$ cat config.mk
export PLATFORM = sky130hd
export DESIGN_NAME = pide_mac
export DESIGN_NICKNAME = d
export VERILOG_FILES = /design/src/power_iteration_dominant_eigen_assert.svh /design/src/pide_pkg.sv /design/src/pide_mac.sv
export SDC_FILE = /design/constraint.sdc
export NUM_CORES = 2
export LEC_CHECK = 0
export BUFFER_PORTS_ARGS = -buffer_cell sky130_fd_sc_hd__buf_2
export CAP_MARGIN = 20
export CORE_MARGIN = 5
export CORE_UTILIZATION = 61
export CTS_CLUSTER_SIZE = 10
export DETAILED_ROUTE_END_ITERATION = 8
export PLACE_DENSITY = 0.82
export SLEW_MARGIN = 20
export SYNTH_ARGS = -nofsm -noshare
export SYNTH_HDL_FRONTEND = slang
export SYNTH_SLANG_ARGS = --single-unit
$ cat constraint.sdc
create_clock -name clock -period 8.2 [get_ports clock]
set_clock_uncertainty 0.2 [all_clocks]
set_input_delay 0.41 -clock clock [delete_from_list [all_inputs] [get_ports clock]]
set_output_delay 0.41 -clock clock [all_outputs]
set_load 0.02 [all_outputs]
$ cat src/power_iteration_dominant_eigen_assert.svh
// Assertion macros for the dominant eigenvalue block
`ifndef POWER_ITERATION_DOMINANT_EIGEN_ASSERT_SVH
`define POWER_ITERATION_DOMINANT_EIGEN_ASSERT_SVH
`define PIDE_ASSERT_IMPL(label, clk, rst, ante, cons) \
   label: assert property (@(posedge clk) disable iff (rst) (ante) |-> (cons)) \
      else $error("assertion failed");
`define PIDE_ASSERT_NEXT(label, clk, rst, ante, cons) \
   label: assert property (@(posedge clk) disable iff (rst) (ante) |=> (cons)) \
      else $error("assertion failed");
`endif

$ cat src/pide_pkg.sv
// Package with constants, types and helpers for the dominant eigenvalue block
package pide_pkg;
   localparam int MAX_ORDER_DEF = 8;
   localparam int FRACTION_BITS_DEF = 16;
   localparam logic [1:0] STATUS_CONVERGED = 2'd0;
   localparam logic [1:0] STATUS_CAP = 2'd1;
   localparam logic [1:0] STATUS_ZERO = 2'd2;
   localparam logic [1:0] CSR_ORDER = 2'd0;
   localparam logic [1:0] CSR_TOLERANCE = 2'd1;
   localparam logic [1:0] CSR_CAP = 2'd2;
   typedef struct packed {
      logic start;
      logic signed [31:0] num;
      logic signed [31:0] den;
   } div_req_type;
endpackage

$ cat src/pide_mac.sv
// Shared multiply-accumulate unit with Q rounding and saturation
module pide_mac #(
   parameter int FRACTION_BITS = pide_pkg::FRACTION_BITS_DEF
) (
   input  logic clock,
   input  logic clear,
   input  logic enable,
   input  logic signed [31:0] a,
   input  logic signed [31:0] b,
   output logic signed [31:0] result
);
   logic signed [63:0] prod_ff, prod_in;
   logic pv_ff, pv_in;
   logic signed [63:0] acc_ff, acc_in;
   logic signed [63:0] term;

   always_comb begin
      prod_in = 64'(a) * 64'(b);
      pv_in = enable;
      term = (prod_ff + (64'sd1 <<< (FRACTION_BITS - 1))) >>> FRACTION_BITS;
      acc_in = clear ? 64'sd0 : (pv_ff ? acc_ff + term : acc_ff);
      if (acc_ff > 64'sd2147483647) result = 32'sh7fffffff;
      else if (acc_ff < -64'sd2147483648) result = 32'sh80000000;
      else result = acc_ff[31:0];
   end

   always_ff @(posedge clock) begin
      prod_ff <= prod_in;
      pv_ff <= clear ? 1'b0 : pv_in;
      acc_ff <= acc_in;
   end
endmodule

# After elaboration in Yosys (flattened, before gate mapping)
# Index checks and enable logic that the tools add are counted.
dict set report totals {
  register_bits 129
  in_bits 67
  output_inout_bits 32
  wordCells 10
}
dict set report classes {
  addsub 2
  n_mul 1
  n_lt_le_gt_ge 2
  mux 2
}
# cell n
set ops {}
lappend ops {{$add 64x17->64 const B} 1}
lappend ops {{$add 64x48->64} 1}
lappend ops {{$gt 64x32->1 const B} 1}
lappend ops {{$lt 64x32->1 const B} 1}
lappend ops {{$mul 32x32->64} 1}
lappend ops {{$mux 32} 2}

# Depth between registers and ports, before layout
dict set report depth {
  word_depth 3
  mapped_depth 30
  depth_no_buf 28
}

# Worst setup path before layout
# No wires, ideal clock.
dict set report synth_timing {
  path_kind {in2reg}
  startpoint {input b[2]}
  endpoint {register prod_ff[61]}
  t_arrival_ns 7.630
  t_required_ns 7.864
  slack_ns 0.233
  stages 23
  n_path_buf 1
  path_cell_list {clkbuf_1 > nand2_1 > inv_1 > fa_1 > fa_1 > fa_1 > fa_1 > inv_1 > fa_1 > inv_1 > fa_1 > inv_1 > fa_1 > inv_1 > fa_1 > ha_1 > nand4_1 > o41ai_1 > a21oi_1 > a21bo_2 > a41oi_1 > o41ai_1 > xor2_1}
}
dict set report synth_via {
  elab_chain_cells 1
}
# element line
set synth_rtl {}
lappend synth_rtl {{from (decl)} pide_mac.sv:9} ;# input logic signed [31:0] b,
lappend synth_rtl {{$mul 32x32->64} pide_mac.sv:18} ;# prod_in = 64'(a) * 64'(b);
lappend synth_rtl {{via prod_in[61]} pide_mac.sv:12} ;# logic signed [63:0] prod_ff, prod_in;
lappend synth_rtl {{to (signal assigned)} pide_mac.sv:28} ;# prod_ff <= prod_in;
lappend synth_rtl {{to (decl)} pide_mac.sv:12}
# The timed path passes the listed nets, and every way through them passes these cells.
# A chain may end at the register's enable or synchronous reset.

# Worst setup path in the final report
dict set report layout_timing {
  startpoint {input b[16]}
  endpoint {register prod_ff[63]}
}
# Same word-level chain as after synthesis.

==> results_dict.tcl <==
set metrics [dict create \
    run_status "finished clean" \
    wl_per_cell_um 19.5 \
    rows 98 \
    maxSlewHeadroom_pct 24.6 \
    drtIter0Drc 2567 \
    avgSynthCellArea_um2 9.04 \
    start_util_pct 61.5 \
    max_freq_ghz 0.127 \
    grt_first_pass_wirelength_um 188000 \
    cp.arrival_ns 7.99 \
    fill_cells 5546 \
    num_vias 33319 \
    antenna_found_initial 7 \
    grt_pass1_vias 36199 \
    slowest_delay_ns 0.54 \
    clk_latency_ns 0.43 \
    fin_area_um2 46500 \
    required_ns 8.30 \
    dpl.hpwl_um 96500 \
    final_antenna_net_count 0 \
    firstDrtPassIters 6 \
    grt_setup_unrepaired "false" \
    die-area_um2 77500 \
    fin_setup_tns_ns 0 \
    path_clk_slew_ns 0.06 \
    maxCapViolCount 0 \
    worstMarginPinSlew_ns 1.12 \
    syn-cell-area_um2 43900 \
    synth-edff-count 0 \
    maxSlewViolCount 0 \
    syn_inst 4860 \
    drc 0 \
    drive_above_1_share_pct 6.34 \
    synthFlopType "dfxtp_1" \
    ys_types 86 \
    whs_ns 0.0182 \
    synth_nets 6253 \
    die_w_um 278 \
    grt-ovfl-total 0 \
    finalHoldViolations 0 \
    synthToLayoutAreaGrowth_pct 5.88 \
    critPathMostFrequentCell "fa_1" \
    gp_congestion 0.942 \
    synth_seq_area_share_pct 5.19 \
    design.core.area_um2 71500 \
    cts_buffers 17 \
    vias_per_cell 5.72 \
    critPathKind "input pin to flop" \
    setup_violations 0 \
    synth_seq_cells 114 \
    root_buffer "clkbuf_16" \
    die_h_um 278 \
    dpl_cell_area_um2 45900 \
    clock-sinks 114 \
    nNetsFinal 6253 \
    clockBufferDepth 2 \
    grt_max_degree 61 \
    cts.htree.levels 4 \
    placed_cells 5791 \
    yosysWarnings 0 \
    port_buffers 98 \
    post-route-min-period_ns 7.89 \
    cts_tree "built" \
    cts_setup_buffers 0 \
    grt_use_total_pct 30.1 \
    critical_path.max_fanout 25 \
    cp_slowest_cell "fa_1" \
    wirelength_um 113000 \
    endpoint_kind "flop" \
    cts_resized 0 \
    timing.final.crit_share_pct 96.3 \
    cts_hold_buf 0 \
    pin_count 99 \
    asyncSetResetFlopFracSynth_pct 0 \
    cp-start-kind "input pin" \
    hp-class "input pin to flop" \
    final_cells 5827 \
]
==> path summary, 6_finish.rpt <==
check | from | to | slack [ns] | cells past startpoint
setup / recovery | b[16] | prod_ff[63]$_DFF_P_ | 0.31 | 27
hold / removal | enable | pv_ff$_SDFF_PP0_ | 0.02 | 2
setup reg to reg | prod_ff[18]$_DFF_P_ | acc_ff[63]$_SDFFE_PP0P_ | 2.54 | 18
hold reg to reg | acc_ff[57]$_SDFFE_PP0P_ | acc_ff[57]$_SDFFE_PP0P_ | 0.30 | 2
==> state kept, by name, summed over array words and instances (netlist names) <==
| name | cells |
|---|---|
| prod_ff | 49 |
| pv_ff | 1 |
| acc_ff | 64 |
==> layout make-up <==
cell class,instances,area [µm²],area share [%]
diodes,5,12.5,0.0269
clock buffers,21,470,1.01
clock inverters,10,156,0.336
inverters,1017,3820,8.21
multi-input cells,3476,36900,79.3
flip-flops and latches,114,2280,4.91
well taps,950,1190,2.55
repair buffers,234,1700,3.65
==> logic make-up after synthesis <==
group / Yosys count / synth area share (%)
compound gates: 421 / 6.35
fa+ha+maj: 1326 / 56.2
buf+inv: 1270 / 10.9
flops: 114 / 5.19
mux: 42 / 0.962
xor+xnor: 160 / 3.21
simple gates: 1527 / 17.2
==> per-layer routing <==
metal	up-vias	share of wire, %	global-route usage (%)
li1	14527	-	-
met1	16838	40	41.2
met2	1677	46	47.6
met3	267	12	8.57
met4	10	2.8	8.38
met5	-	0.055	0
==> cell usage after synthesis (58+ instances only) <==
cell type  instances  area, µm²
a21o_1            75        563
a21oi_1          134        671
and2_1           504       3150
clkbuf_1         244        916
dfxtp_1          114       2280
fa_1            1082      21700
ha_1             244       3050
inv_1           1016       3810
nand2_1          662       2480
nor2_1           149        559
o21ai_0           60        300
xnor2_1          101        885
xor2_1            58        508
==> through the flow <==
stage / setup WS (ns) / util, %
after global routing: 0.0135 / 65.1
after global placement: 0.0316 / 64.2
after detailed placement: -0.0905 / 64.2
final: 0.306 / 65.1
after CTS: 0.372 / 65.1
after floorplan: 0.233 / -
==> worst max-delay path, delay by kind of cell <==
family	cells	cell delay, ns
buf+inv	7	0.74
simple gates	2	0.52
xor+xnor	1	0.15
compound gates	8	1.95
fa+ha+maj	9	4.21
==> placed cells by master (no fill, tap or decap), types with 5 or more instances in the layout <==
cell	count
fa_1	1082
inv_1	1016
nand2_1	662
and2_1	504
ha_1	244
nor2_1	149
a21oi_1	134
buf_4	121
dfxtp_1	113
xnor2_1	101
buf_2	98
a21o_1	75
o21ai_0	59
xor2_1	58
nand4_1	51
nand3_1	40
mux2i_1	40
and3_1	24
nor3_1	22
o21bai_1	21
nor4_1	18
clkbuf_16	17
a211oi_1	16
buf_12	15
nand2b_1	14
o21a_1	14
a31oi_1	12
nor2b_1	11
o21ai_1	8
a31o_2	6
diode_2	5
and4_1	5
o22ai_1	5
Power is not shown: default switching activity piles up to over one toggle a cycle in this logic, so the estimate is an artifact.
