===== src/power_iteration_dominant_eigen_assert.svh =====
// Assertion macros for the dominant eigenvalue block
`ifndef POWER_ITERATION_DOMINANT_EIGEN_ASSERT_SVH
`define POWER_ITERATION_DOMINANT_EIGEN_ASSERT_SVH
`define PIDE_ASSERT_IMPL(label, clk, rst, ante, cons) \
   label: assert property (@(posedge clk) disable iff (rst) (ante) |-> (cons)) \
      else $error("assertion failed");
`define PIDE_ASSERT_NEXT(label, clk, rst, ante, cons) \
   label: assert property (@(posedge clk) disable iff (rst) (ante) |=> (cons)) \
      else $error("assertion failed");
`endif


===== src/pide_pkg.sv =====
// Package with constants, types and helpers for the dominant eigenvalue block
package pide_pkg;
   localparam int MAX_ORDER_DEF = 8;
   localparam int FRACTION_BITS_DEF = 16;
   localparam logic [1:0] STATUS_CONVERGED = 2'd0;
   localparam logic [1:0] STATUS_CAP = 2'd1;
   localparam logic [1:0] STATUS_ZERO = 2'd2;
   localparam logic [1:0] CSR_ORDER = 2'd0;
   localparam logic [1:0] CSR_TOLERANCE = 2'd1;
   localparam logic [1:0] CSR_CAP = 2'd2;
   typedef struct packed {
      logic start;
      logic signed [31:0] num;
      logic signed [31:0] den;
   } div_req_type;
endpackage


===== src/pide_div.sv =====
// Radix-2 signed divider computing (num << FRAC) / den truncated toward zero
module pide_div #(
   parameter int FRACTION_BITS = pide_pkg::FRACTION_BITS_DEF
) (
   input  logic clock,
   input  logic reset,
   input  pide_pkg::div_req_type req,
   output logic done,
   output logic signed [31:0] quot
);
   localparam int NB = 32 + FRACTION_BITS;
   localparam int CW = $clog2(NB + 1);
   logic [NB-1:0] q_ff, q_in;
   logic [32:0] r_ff, r_in;
   logic [31:0] d_ff, d_in;
   logic neg_ff, neg_in;
   logic busy_ff, busy_in;
   logic [CW-1:0] cnt_ff, cnt_in;
   logic [33:0] sh;
   logic [33:0] diff;
   logic [NB-1:0] qn;
   logic [31:0] na, da;

   always_comb begin
      na = req.num[31] ? 32'(-req.num) : 32'(req.num);
      da = req.den[31] ? 32'(-req.den) : 32'(req.den);
      sh = {r_ff, q_ff[NB-1]};
      diff = sh - {2'b0, d_ff};
      q_in = q_ff; r_in = r_ff; d_in = d_ff; neg_in = neg_ff;
      busy_in = busy_ff; cnt_in = cnt_ff;
      done = 1'b0;
      qn = neg_ff ? NB'(-q_ff) : q_ff;
      quot = qn[31:0];
      if (req.start) begin
         q_in = {na, {FRACTION_BITS{1'b0}}};
         r_in = '0; d_in = da;
         neg_in = req.num[31] ^ req.den[31];
         busy_in = 1'b1; cnt_in = CW'(NB);
      end else if (busy_ff) begin
         if (cnt_ff == '0) begin
            busy_in = 1'b0; done = 1'b1;
         end else begin
            if (!diff[33]) begin
               r_in = diff[32:0]; q_in = {q_ff[NB-2:0], 1'b1};
            end else begin
               r_in = sh[32:0]; q_in = {q_ff[NB-2:0], 1'b0};
            end
            cnt_in = cnt_ff - 1'b1;
         end
      end
   end

   always_ff @(posedge clock) begin
      if (reset) begin
         busy_ff <= 1'b0; cnt_ff <= '0;
      end else begin
         busy_ff <= busy_in; cnt_ff <= cnt_in;
      end
      q_ff <= q_in; r_ff <= r_in; d_ff <= d_in; neg_ff <= neg_in;
   end
endmodule


===== config.mk =====
export PLATFORM = sky130hd
export DESIGN_NAME = pide_div
export DESIGN_NICKNAME = d
export VERILOG_FILES = /design/src/power_iteration_dominant_eigen_assert.svh /design/src/pide_pkg.sv /design/src/pide_div.sv
export SDC_FILE = /design/constraint.sdc
export NUM_CORES = 1
export LEC_CHECK = 0
export BUFFER_PORTS_ARGS = -buffer_cell sky130_fd_sc_hd__buf_2
export CORE_UTILIZATION = 41
export DETAILED_ROUTE_END_ITERATION = 12
export PLACE_DENSITY = 0.71
export SYNTH_ARGS = -nofsm -noshare
export SYNTH_HDL_FRONTEND = slang
export SYNTH_SLANG_ARGS = --single-unit

===== constraint.sdc =====
create_clock -name clock -period 5.39 [get_ports clock]
set_input_delay 0.2695 -clock clock [delete_from_list [all_inputs] [get_ports clock]]
set_output_delay 0.2695 -clock clock [all_outputs]
set_load 0.02 [all_outputs]

* Yosys cells after proc, flatten, opt, wreduce, memory -nomap -nowiden *
Cells that the tools add are included.

cells by class
  equal/unequal tests = 1
  mux-type cells = 17
  reduce and logical (&&, ||, !) cells = 5
  bitwise operators = 2
  add/subtract/negate cells = 5

operators with widths
  cell                                                                 number
  48-bit 2-to-1 mux                                                    3
  32-bit negator                                                       3
  32-bit 2-to-1 mux                                                    2
  34-bit by 32-bit subtractor with 34-bit output                       1
  33-bit 2-to-1 mux                                                    1
  31-bit 2-to-1 mux                                                    1
  6-bit 2-to-1 mux                                                     3
  1-bit 2-to-1 mux                                                     7
  6-bit zero test                                                      1
  6-bit by 1-bit subtractor with 6-bit output (second input constant)  1
  2-bit AND reduction                                                  2
  2-bit inequality test (second input constant)                        1
  2-bit nonzero test                                                   1
  2-bit OR reduction                                                   1
  1-bit inverter                                                       1
  1-bit bitwise XOR                                                    1

word-level totals
  bits in registers = 121
  word-level logic and storage cells = 39

* Longest topological paths before layout *
  word-level depth = 5
  mapped depth = 14
  gate-level depth less buffers = 12

* Worst setup path after synthesis *
No wires, ideal clock.

  path type = reg-to-output
  from = register q_ff[6]
  to = output quot[29]
  path slack = 1761 ps
  data required time = 5121 ps
  arrival = 3359 ps
  stages on the path, launching flop included = 11
  path buffers = 1
  cell sequence = dfxtp_1 > buf_6 > nor4_2 > nand4b_1 > or3_1 > or4_4 > or4_1 > or4_4 > or4_4 > o41ai_2 > xnor2_1

between the ends
  word-level cells in the longest chain between the ends = 2

ends and longest elaborated chain
  what                    RTL line        text
  from (decl)             pide_div.sv:13  logic [NB-1:0] q_ff, q_in;
  from (signal assigned)  pide_div.sv:59  q_ff <= q_in; r_ff <= r_in; d_ff <= d_in; neg_ff <= neg_in;
  32-bit negator          pide_div.sv:32  qn = neg_ff ? NB'(-q_ff) : q_ff;
  32-bit 2-to-1 mux       pide_div.sv:32
  to (decl)               pide_div.sv:9   output logic signed [31:0] quot

No other way between the ends.

* Worst setup path after layout *
Ends and elaborated chain as after synthesis.

==> metrics.md <==
| Metric | Value |
|---|---|
| Run status | `finished clean` |
| Root buf cell | `clkbuf_16` |
| Die Span X | `146 um` |
| Initial Utilization | `42.0%` |
| Routed wire length | `19.7 mm` |
| Max cap viols | `0` |
| Row count | `52` |
| Top-area cell type share of the netlist area | `22.9%` |
| RSZ-0062 raised after global routing | `no` |
| All-Layer GR Usage | `18.8%` |
| F_max | `234 MHz` |
| Overflow after GRT | `0` |
| Largest family of logic cells by synthesized area | `compound AO/OA/AOI/OAI gates` |
| IO Count | `100` |
| Most area-consuming cells after synthesis | `edfxtp_1 23%, dfxtp_1 13%, xnor2_1 11%, nand2_1 8.4%, ha_1 5.3%` |
| # nets final | `1204` |
| Synth cell types | `64` |
| Core box area | `20300 um2` |
| Rel. slew slack | `35.0%` |
| Reg-to-reg startpoint | `d_ff[6]` |
| Fin. Hold Viols | `0` |
| YS warnings | `0` |
| Layout cell share with drive strength beyond 1 | `13.5%` |
| Post-DP HPWL | `13.9 mm` |
| Seq cells post-synth | `121` |
| Post-place setup slack | `1550 ps` |
| CP arrival | `4010 ps` |
| Post-synthesis xor/xnor area fraction | `12.2%` |
| Seq/Total Area, Yosys | `36.0%` |
| Slew Viols, Final | `0` |
| Routed wl met2 | `8.81 mm` |
| Met3 wire len | `1.16 mm` |
| R2R depth | `12` |
| Clk slew on worst S/H paths | `60 ps` |
| CP startpoint | `q_ff[6]` |
| Maximum root-to-sink buffer count | `2` |
| Initial antenna violation count | `0` |
| Register-to-register setup slack | `1720 ps` |
| Syn Nets | `1136` |
| DRT antenna net count | `0` |
| Fin area | `9740 um2` |
| # diodes | `0` |
| Fin Hold WS | `89.6 ps` |
| Post-synth EDFFs | `65` |
| Crit path launch type | `flip-flop` |
| Setup crit end kind | `primary output` |
| Post-CTS Setup Bufs | `0` |
| Routability Congestion | `0.878` |
| Peak supply drop | `204 uV` |
| Global-route wire length before repair | `33.0 mm` |
| Leading area contributor after synthesis | `edfxtp_1` |
| Post-route insts no fill | `1383` |
| Count of final setup violators | `0` |
| Period minus WS final | `4280 ps` |
| Synth Area in Adders | `5.51%` |
| Post-synthesis mux area share | `0.235%` |
| Simple-gate portion of the synthesized area | `20.2%` |
| Largest net degree at the start of global routing | `96` |
| Area of placed instances | `9200 um2` |
| CTS tree | `built` |
| PwrDens | `304 nW/um2` |
| Initial DRC count | `496` |
| # fillers | `2003` |
| Vias/cell | `5.49` |
| Post-Route Skew | `14.7 ps` |
| P_leak | `3.90 nW` |
| Worst skew pair latency | `420 ps` |
| Port-buffer cells | `99` |
| CTS buffer count | `17` |
| WP data required | `5120 ps` |
| Post-DR wirelength/cell | `14.2 um` |
| CTS resizes | `0` |
| Crit Path Class | `reg -> out` |
| TritonCTS Sinks | `121` |
| Drt pass-1 iters | `5` |
| Top FF cell, synth | `edfxtp_1` |
| Tightest Pin Transition | `975 ps` |
| Post-synth top cells | `190 x nand2_1, 103 x xnor2_1, 86 x o21ai_0, 65 x edfxtp_1, 56 x dfxtp_1` |
| Metal1 wirelength | `9.43 mm` |
| Fin worst setup slack | `1110 ps` |
| Most frequent cell after synthesis | `nand2_1` |
| Vias post-DR | `7594` |
| Mapped Avg Cell Area | `8.27 um2` |
| Post-Syn Instances | `1032` |
| Top routing layer in use | `met4` |
| Worst setup path endpoint | `quot[29]` |
| CP Max Fanout | `7` |
| DRC viols | `0` |
| HP Class | `in -> reg` |
| Final setup TNS | `0 ps` |
| Mapped Area | `8530 um2` |
| Number of global-route vias before repair | `6830` |
| Post-synthesis compound-gate area fraction | `20.9%` |
| Vert. Die Dim | `146 um` |
| Synth-to-Final Area Change | `14.1%` |
| H-tree depth | `4` |
| Ys async rst share | `0%` |
| Terminus of the critical flop-to-flop path | `r_ff[27]` |
| Dpl cells | `1351` |
| Die area | `21400 um2` |
| Fin crit share | `79.3%` |
| CTS Hold Bufs | `0` |
## area by class of cell
class	instances	area, um2	area share [%]
Multi-Input combinational cell	802	5040	51.8
Sequential cell	121	3070	31.6
Timing Repair Buffer	105	543	5.58
Clock buffer	25	495	5.09
Tap cell	270	338	3.47
Inverter	53	199	2.04
Clock inverter	7	43.8	0.450
## metal layers
metal  vias to the layer above  track usage [%]
met4                         0             6.51
met3                        28             3.41
met1                      3510             25.5
met5                         -                0
li1                       3833                -
met2                       223             29.8
## worst max-delay path: stages (launching register included)
cell      delay [ps]
dfxtp_1          380
nor4_2           340
nand4b_1         170
or3_1            350
or4_4            430
or4_1            440
or4_4            440
or4_4            460
o41ai_2          250
xnor2_1          150
buf_2            180
## power by group
part / total, mW / internal (mW) / switching (mW)
Sequential: 1.14 / 1.07 / 0.0645
Combinational: 0.782 / 0.302 / 0.480
Clock: 1.04 / 0.633 / 0.406
## cell usage in the layout, fill, tap and decap left out, types with 8 or more instances in the layout
cell type / synthesis / layout
nand2_1: 190 / 190
xnor2_1: 103 / 103
buf_2: 0 / 98
o21ai_0: 86 / 86
edfxtp_1: 65 / 65
dfxtp_1: 56 / 56
nor2_1: 55 / 54
inv_1: 53 / 53
a21oi_1: 53 / 53
ha_1: 36 / 36
o31ai_1: 26 / 26
a21o_1: 19 / 19
clkbuf_16: 0 / 17
or4_1: 16 / 16
xor2_1: 16 / 16
nand3_1: 16 / 16
a311oi_1: 15 / 15
nor3_1: 14 / 14
a31oi_1: 13 / 13
or3_1: 12 / 12
nand2b_1: 11 / 11
o41ai_1: 11 / 11
nor4_1: 8 / 8
and3_1: 8 / 8
## flip-flops by register name, indices dropped and copies added (netlist names)
signal,cells
q_ff,48
r_ff,33
d_ff,32
cnt_ff,6
busy_ff,1
neg_ff,1
## logic make-up (layout without fill, tap and decap cells)
family / count (synthesis) / after routing
muxes: 2 / 2
and+or+nand+nor: 369 / 369
AOI/OAI and AO/OA: 275 / 275
DFF: 121 / 121
adders and majority gates: 37 / 37
xor gates and xnor gates: 119 / 119
buffers and inverters: 109 / 190
## worst min-delay path by stage
| stage | start | slack [ps] | endpoint | cells after the start |
|---|---|---|---|---|
| 2_1_floorplan | reset | 340 | cnt_ff[4] | 1 |
| 3_3_place_gp | q_ff[12] | 480 | q_ff[13] | 2 |
| 3_5_place_dp | r_ff[28] | 490 | r_ff[29] | 2 |
| 4_1_cts | req[0] | 70 | d_ff[0] | 1 |
| 5_1_grt | req[0] | 80 | d_ff[0] | 1 |
| 6_report | req[0] | 90 | d_ff[0] | 1 |
## per-stage QoR
stage          utilization (%)  total power [mW]
2_1_floorplan                -              1.71
3_3_place_gp              45.3              1.92
3_5_place_dp              45.3              1.93
4_1_cts                   48.0              2.98
5_1_grt                   48.0              3.12
6_report                  48.0              2.96
Note: power is estimated with default switching activity, not from simulation.
